## config.mk

```make
export PLATFORM = sky130hd
export DESIGN_NAME = key_matrix_scan_mode_toggle_unit
export DESIGN_NICKNAME = d
export VERILOG_FILES = /design/src/rtl/kmsmt_pkg.sv /design/src/rtl/key_matrix_scan_mode_toggle_unit.sv
export SDC_FILE = /design/constraint.sdc
export NUM_CORES = 1
export LEC_CHECK = 0
export BUFFER_PORTS_ARGS = -buffer_cell sky130_fd_sc_hd__buf_2
export CAP_MARGIN = 20
export CORE_ASPECT_RATIO = 1.5
export CORE_MARGIN = 10
export CORE_UTILIZATION = 45
export CTS_BUF_LIST = sky130_fd_sc_hd__clkbuf_16
export DETAILED_ROUTE_END_ITERATION = 16
export PLACE_DENSITY = 0.67
export SLEW_MARGIN = 20
export SYNTH_ARGS = -nofsm -noshare
export SYNTH_HDL_FRONTEND = slang
export SYNTH_SLANG_ARGS = --single-unit
```

## constraint.sdc

```tcl
create_clock -name clk -period 2 [get_ports clk]
set_input_delay 0.4 -clock clk [delete_from_list [all_inputs] [get_ports clk]]
set_output_delay 0.4 -clock clk [all_outputs]
set_load 0.02 [all_outputs]
```

## src/rtl/kmsmt_pkg.sv

```systemverilog
// Shared constants for the key matrix scanner with mode toggles.
// Scan phase codes, key word layout and reset values. No dependencies.
package kmsmt_pkg;

	localparam int PinW  = 9;
	localparam int KeyW  = 14;
	localparam int LoW   = 5;
	localparam int HoldW = 8;
	localparam int ModeW = 5;

	typedef logic [1:0] phase_t;
	localparam phase_t PhLatchLo = 2'd0;
	localparam phase_t PhSelB    = 2'd1;
	localparam phase_t PhLatchHi = 2'd2;
	localparam phase_t PhSelA    = 2'd3;

	// key positions used by the mode logic
	localparam int KeyMode0 = 1;
	localparam int KeyMode1 = 6;
	localparam int KeyMode2 = 2;
	localparam int KeyMode3 = 7;
	localparam int KeyVentOn  = 3;
	localparam int KeyVentOff = 8;
	localparam int ModeVent   = 4;

	localparam logic [HoldW-1:0] HoldReset  = 8'd30;
	localparam logic [HoldW-1:0] TimerReset = 8'd5;
	localparam logic [ModeW-1:0] ModeReset  = 5'h10;

endpackage

```

## src/rtl/key_matrix_scan_mode_toggle_unit.sv

```systemverilog
// Top level of the key matrix scanner with mode toggles.
// Uses kmsmt_pkg for phase codes, key positions and reset values.
//
// Each input transfer is one timer tick carrying the nine active-low pin
// levels. The block runs a four-phase scan (3,2,1,0, repeating): phase 3
// pulls select A low, phase 1 pulls select B low, phase 0 latches the five
// low keys and phase 2 latches the nine high keys. A 14-bit sample that
// matches the previous one becomes the debounced key word; new presses stay
// pending for hold_ticks_q ticks and toggle mode bits 0-3, while keys 3
// and 8 set and clear the ventilation bit 4. One tick is taken per clock,
// sustained: the tick sits in an input register, a single pass of bitwise
// logic updates the scan state, and the result register is the scan state
// itself, so out_valid is set as the tick leaves the input register. The
// only limit on rate is the result register: while a result waits to be
// taken, one more tick is held in the input register and input ready drops.
// The hold register is written through cfg_wr_en/cfg_wr_data; the user
// must write it only while idle, which the block itself does not enforce.
module key_matrix_scan_mode_toggle_unit (
	input  logic                            clk,
	input  logic                            arst_n,
	input  logic                            cfg_wr_en,
	input  logic [kmsmt_pkg::HoldW-1:0]     cfg_wr_data,
	input  logic                            in_valid,
	output logic                            in_ready,
	input  logic [kmsmt_pkg::PinW-1:0]      pin_levels,
	output logic                            out_valid,
	input  logic                            out_ready,
	output logic                            select_a_n,
	output logic                            select_b_n,
	output logic [kmsmt_pkg::KeyW-1:0]      stable_keys,
	output logic [kmsmt_pkg::ModeW-1:0]     mode_word
);
	import kmsmt_pkg::*;

	// configuration
	logic [HoldW-1:0] hold_ticks_q;

	// input register
	logic            valid_s1;
	logic [PinW-1:0] pins_s1;

	// scan state; the select, stable and mode registers double as the result
	phase_t           phase_q;
	logic [KeyW-1:0]  sample_q;
	logic [KeyW-1:0]  stable_q;
	logic [KeyW-1:0]  pending_q;
	logic [HoldW-1:0] timer_q;
	logic [ModeW-1:0] mode_q;
	logic             sel_a_q;
	logic             sel_b_q;
	logic             out_valid_q;

	// next-state values
	phase_t           phase_d;
	logic [KeyW-1:0]  sample_d;
	logic [KeyW-1:0]  stable_d;
	logic [KeyW-1:0]  pending_d;
	logic [HoldW-1:0] timer_d;
	logic [ModeW-1:0] mode_d;
	logic             sel_a_d;
	logic             sel_b_d;
	logic [PinW-1:0]  keys_all;
	logic [KeyW-1:0]  word;
	logic [KeyW-1:0]  rising;
	logic             advance;

	// the tick leaves the input register whenever the result slot is free
	assign advance   = valid_s1 && (!out_valid_q || out_ready);
	assign in_ready  = !valid_s1 || advance;
	assign out_valid = out_valid_q;

	assign select_a_n  = sel_a_q;
	assign select_b_n  = sel_b_q;
	assign stable_keys = stable_q;
	assign mode_word   = mode_q;

	assign keys_all = ~pins_s1;
	assign word     = {keys_all, sample_q[LoW-1:0]};
	assign rising   = word & ~stable_q;

	always_comb begin
		sample_d  = sample_q;
		stable_d  = stable_q;
		pending_d = pending_q;
		sel_a_d   = sel_a_q;
		sel_b_d   = sel_b_q;
		timer_d   = (timer_q != '0) ? timer_q - 1'b1 : timer_q;
		// two-bit decrement wraps 0 to 3
		phase_d   = phase_q - 1'b1;

		unique case (phase_d)
			PhLatchLo: begin
				sample_d = {sample_q[KeyW-1:LoW], keys_all[LoW-1:0]};
			end
			PhSelB: begin
				sel_a_d = 1'b1;
				sel_b_d = 1'b0;
			end
			PhLatchHi: begin
				if (word == sample_q) begin
					stable_d = word;
					if (rising != '0) begin
						pending_d = pending_q | rising;
						timer_d   = hold_ticks_q;
					end
				end
				if (timer_d == '0)
					pending_d = '0;
				sample_d = word;
			end
			PhSelA: begin
				sel_a_d = 1'b0;
				sel_b_d = 1'b1;
			end
			default: begin
			end
		endcase

		// pending presses toggle mode bits and are consumed
		mode_d = mode_q;
		mode_d[0] = mode_q[0] ^ pending_d[KeyMode0];
		mode_d[1] = mode_q[1] ^ pending_d[KeyMode1];
		mode_d[2] = mode_q[2] ^ pending_d[KeyMode2];
		mode_d[3] = mode_q[3] ^ pending_d[KeyMode3];
		pending_d[KeyMode0] = 1'b0;
		pending_d[KeyMode1] = 1'b0;
		pending_d[KeyMode2] = 1'b0;
		pending_d[KeyMode3] = 1'b0;

		// ventilation: on-key wins over off-key
		priority if (stable_d[KeyVentOn])
			mode_d[ModeVent] = 1'b1;
		else if (stable_d[KeyVentOff])
			mode_d[ModeVent] = 1'b0;
	end

	always_ff @(posedge clk or negedge arst_n) begin
		if (!arst_n) begin
			hold_ticks_q <= HoldReset;
		end else if (cfg_wr_en) begin
			hold_ticks_q <= cfg_wr_data;
		end
	end

	always_ff @(posedge clk or negedge arst_n) begin
		if (!arst_n) begin
			valid_s1 <= 1'b0;
		end else if (in_ready) begin
			valid_s1 <= in_valid;
		end
	end

	// payload only, no reset
	always_ff @(posedge clk) begin
		if (in_valid && in_ready)
			pins_s1 <= pin_levels;
	end

	always_ff @(posedge clk or negedge arst_n) begin
		if (!arst_n) begin
			phase_q     <= PhLatchLo;
			sample_q    <= '0;
			stable_q    <= '0;
			pending_q   <= '0;
			timer_q     <= TimerReset;
			mode_q      <= ModeReset;
			sel_a_q     <= 1'b1;
			sel_b_q     <= 1'b1;
			out_valid_q <= 1'b0;
		end else begin
			if (advance) begin
				phase_q   <= phase_d;
				sample_q  <= sample_d;
				stable_q  <= stable_d;
				pending_q <= pending_d;
				timer_q   <= timer_d;
				mode_q    <= mode_d;
				sel_a_q   <= sel_a_d;
				sel_b_q   <= sel_b_d;
			end
			if (advance)
				out_valid_q <= 1'b1;
			else if (out_ready)
				out_valid_q <= 1'b0;
		end
	end

endmodule

```

Yosys cells after proc, flatten, opt, wreduce, memory -nomap -nowiden:

Cells that the tools add are included.

* input bits: 22
* bits in registers: 74
* RAM bits: 0
* memories kept: 0
* bits in latches: 0
* ROM bits: 0

* div/mod/pow operators: 0
* bitwise operators: 10
* shift-type cells: 0
* $add $sub $neg: 2
* reduce and logical (&&, ||, !) cells: 21
* equal/unequal tests: 4
* mux-type cells: 18
* $lt $le $gt $ge: 0
* multiply operators: 0

Operators with widths (count)
* $mux W8: 6
* $mux W14: 3
* $pmux W14 S2: 1
* $mux W9: 2
* $and A14 B14 Y14: 1
* $not A14 Y14: 1
* $or A14 B14 Y14: 1
* $reduce_bool A14 Y1: 1
* $reduce_bool A2 Y1: 5
* $eq A9 B9 Y1: 1
* $not A9 Y9: 1
* $reduce_and A3 Y1: 3
* $logic_not A8 Y1: 1
* $reduce_bool A8 Y1: 1
* $sub A8 B1 Y8 const B: 1
* $eq A2 B2 Y1 const B: 2
* $mux W1: 4
* $pmux W1 S2: 2
* $reduce_and A2 Y1: 2
* $reduce_and A4 Y1: 1
* $xor A1 B1 Y1: 4
* $eq A2 B1 Y1 const B: 1
* $logic_and A1 B1 Y1: 2
* $logic_not A1 Y1: 2
* other kinds (4): 6

Longest topological paths before layout:

Gate-level depths: netlist of the first run.

* word-level depth: 10
* gate-level depth with buffers: 7
* depth with buffers taken out: 5

Least setup slack after synthesis of the first run:

OpenSTA, ideal clock, no wires.

* path kind: reg-to-reg
* from: reg pins_s1[1]
* to: reg stable_q[2] (netlist: stable_keys[2])
* arrival: 1.607 ns
* slack: 0.268 ns
* clock period less this slack: 1.732 ns
* required time: 1.875 ns
* cell stages (with the launch flop): 6
* cells stage by stage: edfxtp_1 xnor2_1 nor4_4 nand4_4 buf_2 mux2_2

* longest elaborated chain between the ends: 3

RTL lines
* start, declared: line key_matrix_scan_mode_toggle_unit.sv:40 `logic [PinW-1:0] pins_s1;`
* start signal, assigned: line key_matrix_scan_mode_toggle_unit.sv:156 `pins_s1 <= pin_levels;`
* $not A9 Y9: line key_matrix_scan_mode_toggle_unit.sv:77 `assign keys_all = ~pins_s1;`
* $eq A9 B9 Y1: line key_matrix_scan_mode_toggle_unit.sv:100 `if (word == sample_q) begin`
* $reduce_and A3 Y1 (no source line)
* end signal, assigned: line key_matrix_scan_mode_toggle_unit.sv:174 `stable_q <= stable_d;`
* end, declared: line key_matrix_scan_mode_toggle_unit.sv:45 `logic [KeyW-1:0] stable_q;`

No other way between the ends.
A chain may end at the register's enable or synchronous reset.

Worst setup path after layout of the first run:

* from: reg pins_s1[7]
* to: reg stable_q[4] (netlist: stable_keys[4])

The elaborated chain is that of the path after synthesis.

==> flow_summary.ini, run 1 <==
[status]
status = complete, no violations

[sta]
finalSetupViolCount = 0
fin_crit_ns = 1.89
setup_tns_ns = 0
fin_worst_skew_ns = 0.00389
clock.fmax_mhz = 530
whs_ns = 0.0893
max-slew-margin-rel_pct = 64.3
hold_viol = 0
slew_violations = 0
tightest_slew_ns = 0.533
finalCritPeriodShare_pct = 94.3

[yosys]
synth_warnings = 0
synth_fp_nets = 229
ys_seq_area_share_pct = 59.4
ys_types = 37
avgSynthCellArea_um2 = 12.1
synth_top_cell_by_area = dfrtp_1
ys_ff_latch = 56
yosysTopAreaCellShare_pct = 40.9
syn-cell-area_mm2 = 0.00245
synth_area_leaders = dfrtp_1 (41%), edfxtp_1 (11%), dfstp_2 (7.5%)
netlist_instances = 202

[clock_network]
insertion_delay_ns = 0.28
path_clk_slew_ns = 0.07
clock-sinks = 56
root_buffer = clkbuf_16
cts_max_path_buffers = 2
h-tree-depth = 2
holdBufCountCts = 0
cts-buffers-inserted = 5
tritoncts = done

[worst_setup_path]
critPathArrivalTime_ns = 2.06
end_kind = flop
cp_max_fo = 12
crit_chain = xnor2_1 -> nor4_4 -> nand4_4 -> buf_4 -> mux2_2
worst_ep_required_time_ns = 2.17
r2r_slack_ns = 0.11
crit_type = flop to flop
crit_slowest_cell = edfxtp_1
cp.depth = 5
crit_buf_inv = 1
slowest_delay_ns = 0.44
cp_top_family = simple AND/OR/NAND/NOR gates
worst_r2r_path_depth = 5
cp-start-kind = flop

[drt]
wl_per_cell_um = 14.3
dr.pass1.iters = 4
vias_per_cell = 4.91
routed_wl_um = 4660
dr.first_iter.drc_count = 75
ant_nets = 0
drcViolationCount = 0
vias = 1604

[global_route]
grt_pass1_vias = 1682
gr-total-overflow = 0
antenna_found_initial = 0
track_usage_pct = 11.4
grt_max_degree = 25
grt_first_pass_wirelength_um = 7980

[power_and_ir_drop]
irDropWorstVdd_mv = 0.491
p_leak_nw = 1.36
p_per_area_mw_per_mm2 = 1040
finalPower_mw = 3.10

[layout]
areaGrowthSynthToFinish_pct = 21.2
drive_above_1_share_pct = 35.5
fill_cells = 442
layout.nets = 285
antennaDiodeCount = 0

[placed_design]
place_hpwl_um = 3610
gp_congestion = 0.764
portBuffers = 44

[floorplan]
die_area_mm2 = 0.00886
fp.dieW_um = 80.2
io_pins = 45
die_height_um = 110
fp-row-count = 32
core_mm2 = 0.00520
start_util_pct = 47.1

[flow_run]
drv_cap = 0

[worst_hold_path]
hold_class = input port to asynchronous set/reset pin
[metrics by stage]
step	setup slack [ns]	area, um^2	cells	utilization, %
6_report	0.114	2970	327	57.1
5_1_grt	-0.000556	2970	327	57.1
2_1_floorplan	0.268	2450	202	-
3_3_place_gp	0.159	2780	314	53.4
4_1_cts	0.0755	2920	322	56.1
3_5_place_dp	0.0779	2780	314	53.4
[placed cells by master, fill, tap and decap left out, drive strengths merged, types with 6 or more instances in the layout]
cell type,Yosys,routed
xnor2,9,9
mux2,13,13
nand2,29,29
edfxtp,9,9
nor4,6,6
o21ai,19,19
dfstp,7,7
dfrtp,40,40
inv,5,6
nand2b,12,12
buf,4,59
[timing repair]
item | 4_1_cts | 5_1_grt
buffers inserted | 0 | 5
endpoints found under the setup margin | 0 | 4
gates resized for setup | 0 | 2
[cell usage after synthesis, drive strengths merged]
cell type	instances
a2111oi	1
a21oi	3
a221oi	1
a22o	1
a31oi	2
and2	3
and3	1
buf	4
clkbuf	6
dfrtp	40
dfstp	7
edfxtp	9
ha	5
inv	5
mux2	13
mux2i	1
nand2	29
nand2b	12
nand3	1
nand3b	1
nand4	1
nor2	2
nor2b	2
nor3	1
nor3b	1
nor4	6
nor4b	1
o21ai	19
o22ai	4
o2bb2ai	1
o31ai	5
xnor2	9
xor2	5
[layer usage]
| metal | track usage, % | wire (um) | vias to the layer above |
|---|---|---|---|
| met4 | 4.55 | 70 | 0 |
| li1 | - | - | 812 |
| met3 | 3.24 | 257 | 4 |
| met2 | 18.9 | 2360 | 32 |
| met5 | 0 | 0 | - |
| met1 | 13.7 | 1980 | 756 |
[area by class of cell]
type | instances | area (um^2) | share of cell area [%]
Timing Repair Buffer | 59 | 333 | 11.2
Sequential cell | 56 | 1460 | 49.0
Tap cell | 68 | 85.1 | 2.86
Clock inverter | 3 | 15.0 | 0.505
Inverter | 5 | 18.8 | 0.632
Clock buffer | 5 | 125 | 4.21
Multi-Input combinational cell | 131 | 938 | 31.6
[final timing paths]
| check | start | to |
|---|---|---|
| min in group clk | pin_levels[2] | pins_s1[2] |
| worst min-delay path | arst_n | stable_keys[10] |
| max in group asynchronous | arst_n | select_b_n |
| worst max-delay path | pins_s1[7] | stable_keys[4] |
| worst max register to register | pins_s1[7] | stable_keys[4] |
| worst min register to register | mode_word[3] | mode_word[3] |
[worst register-to-register path: stages, from the launching register on]
cell      delay, ns
edfxtp_1       0.44
xnor2_1        0.19
nor4_4         0.39
nand4_4        0.28
buf_4          0.22
mux2_2         0.26
[power breakdown]
group	internal [mW]	switching [mW]	leakage, nW
Combinational	0.313	0.411	0.604
Sequential	1.39	0.158	0.689
Clock	0.455	0.368	0.0687
Total	2.16	0.937	1.36
[cells by family after synthesis]
logic type	count (synthesis)	share of synthesized area (%)
mux	14	6.38
buf+inv	15	2.81
xor+xnor	14	5.01
compound gates	37	9.24
simple gates	61	14.6
flops	56	59.4
fa+ha+maj	5	2.55
[registers in the layout, summed over array words and instances (netlist names)]
signal and cells:
hold_ticks_q 8, mode_word 5, out_valid 1, phase_q 2, pins_s1 9, sample_q 14
select_a_n 1, select_b_n 1, stable_keys 14, valid_s1 1
(Power assumes the default switching activity.)
==> run 2, diff against run 1 <==
--- a/config.mk
+++ b/config.mk
@@ -13,6 +13,7 @@
 export CTS_BUF_LIST = sky130_fd_sc_hd__clkbuf_16
 export DETAILED_ROUTE_END_ITERATION = 16
 export PLACE_DENSITY = 0.67
+export REMOVE_ABC_BUFFERS = 1
 export SLEW_MARGIN = 20
 export SYNTH_ARGS = -nofsm -noshare
 export SYNTH_HDL_FRONTEND = slang
==> run 2 against run 1 <==
Compared with the run above:
- register-to-register slack about the same
- fmax decreased by 0.58%
- clock power is 1% higher
- clock skew increased by 0.00070 ns
- final cell count decreased by 1.2%
- clock-buffer cell count stayed put
- power is 0.74% higher
- worst hold slack got worse by 0.027 ns
- final area shrank 1.3%
- combinational power rose by 1%
- worst setup slack got worse by 0.011 ns
- critical path type unchanged
- highest routed layer unchanged
==> flow_summary.ini, run 2 (synthesis gave the netlist of run 1 again) <==
[floorplan]
die_height_um = 110
fp.dieW_um = 80.2
fp-row-count = 32
die_area_mm2 = 0.00886
core_mm2 = 0.00520
io_pins = 45
start_util_pct = 47.1

[worst_setup_path]
end_kind = flop
crit_buf_inv = 0
cp_max_fo = 12
crit_slowest_cell = edfxtp_1
worst_ep_required_time_ns = 2.22
critPathArrivalTime_ns = 2.11
crit_type = flop to flop
cp-startpoint = pins_s1[4]
r2r-start = pins_s1[4]
crit_chain = xnor2_1 -> nor4_4 -> nand4_4 -> nor3b_1 -> xor2_1
slowest_delay_ns = 0.41
cp_top_family = simple AND/OR/NAND/NOR gates
cp-start-kind = flop

[sta]
finalSetupViolCount = 0
finalCritPeriodShare_pct = 94.9
tightest_slew_ns = 0.485
max-slew-margin-rel_pct = 67.5
hold_viol = 0
whs_ns = 0.0627
rsz0062_at_grt = yes
clock.fmax_mhz = 527
fin_worst_skew_ns = 0.00460
fin_crit_ns = 1.90
setup_tns_ns = 0
slew_violations = 0

[drt]
ant_nets = 0
wl_per_cell_um = 15.1
drcViolationCount = 0
routed_wl_um = 4880
dr.first_iter.drc_count = 81
vias_per_cell = 4.99
vias = 1611
dr.pass1.iters = 4

[placed_design]
place_hpwl_um = 3750
portBuffers = 44
gp_congestion = 0.769

[global_route]
track_usage_pct = 11.8
gr-total-overflow = 0
grt_first_pass_wirelength_um = 8190
grt_max_degree = 22
antenna_found_initial = 0
grt_pass1_vias = 1705

[flow_run]
drv_cap = 0

[power_and_ir_drop]
p_leak_nw = 1.35
finalPower_mw = 3.12
irDropWorstVdd_mv = 0.654
p_per_area_mw_per_mm2 = 1060

[clock_network]
holdBufCountCts = 0
root_buffer = clkbuf_16
clock-sinks = 56
insertion_delay_ns = 0.29
path_clk_slew_ns = 0.07
cts-buffers-inserted = 5
cts_max_path_buffers = 2
tritoncts = done
h-tree-depth = 2

[layout]
drive_above_1_share_pct = 34.1
finish.utilization_pct = 56.3
layout.nets = 281
areaGrowthSynthToFinish_pct = 19.7
most-common-layout-cells = buf_2 (44), dfrtp_1 (40), nand2_1 (29)
final_common_cell = buf_2
fill_cells = 451
antennaDiodeCount = 0

[worst_hold_path]
hold_class = input port to asynchronous set/reset pin

[status]
status = complete, no violations
[run 2: cell types whose count changed in the layout (fill, tap and decap cells not counted)]
cell / delta
nor4_1: +1
nor4_2: -1
clkinvlp_4: -1
buf_4: -4
inv_4: +1
[run 2: timing repair]
item / in CTS / in global routing
endpoints found under the setup margin: 0 / 3
setup buffers: 0 / 0
resized for setup: 0 / 1
[run 2: path summary, 6_finish.rpt]
path,endpoint,slack [ns],cells after the start
max reg2reg,mode_word[2],0.10,5
min in group clk,pins_s1[6],0.28,1
min reg2reg,mode_word[3],0.46,1
min,sample_q[9],0.06,1
max,mode_word[2],0.10,5
max in group asynchronous,hold_ticks_q[4],1.29,2
[run 2: area by class of cell]
class / instances / area [um^2] / area share, %
repair buffers: 55 / 303 / 10.3
clock inverters: 3 / 13.8 / 0.469
well taps: 68 / 85.1 / 2.90
inverters: 5 / 18.8 / 0.640
multi-input cells: 131 / 932 / 31.8
clock buffers: 5 / 125 / 4.27
flip-flops and latches: 56 / 1460 / 49.6
[run 2: worst register-to-register path, cell delays in order, from the launching register on]
cell	delay (ns)
edfxtp_1	0.41
xnor2_1	0.18
nor4_4	0.40
nand4_4	0.29
nor3b_1	0.36
xor2_1	0.18
[run 2: metrics by stage]
step	setup WS (ns)	cells	instance area, um^2
finish	0.103	323	2930
global route	-0.0397	323	2930
CTS	0.0394	323	2930
detailed placement	0.0597	315	2790
global placement	0.138	315	2790
floorplan	0.119	192	2400
[run 2: routing by layer]
layer	GRT usage [%]	wire (um)	part of all wire [%]	vias up
met3	3.16	244	5.0	9
li1	-	-	-	804
met1	12.4	1910	39	762
met2	20.7	2580	53	36
met4	7.07	140	2.9	0
met5	0	0	0	-
[run 2: power by group]
part           internal [mW]  switching [mW]  total [mW]
combinational          0.314           0.419       0.733
sequential              1.39           0.162        1.56
clock                  0.457           0.377       0.834
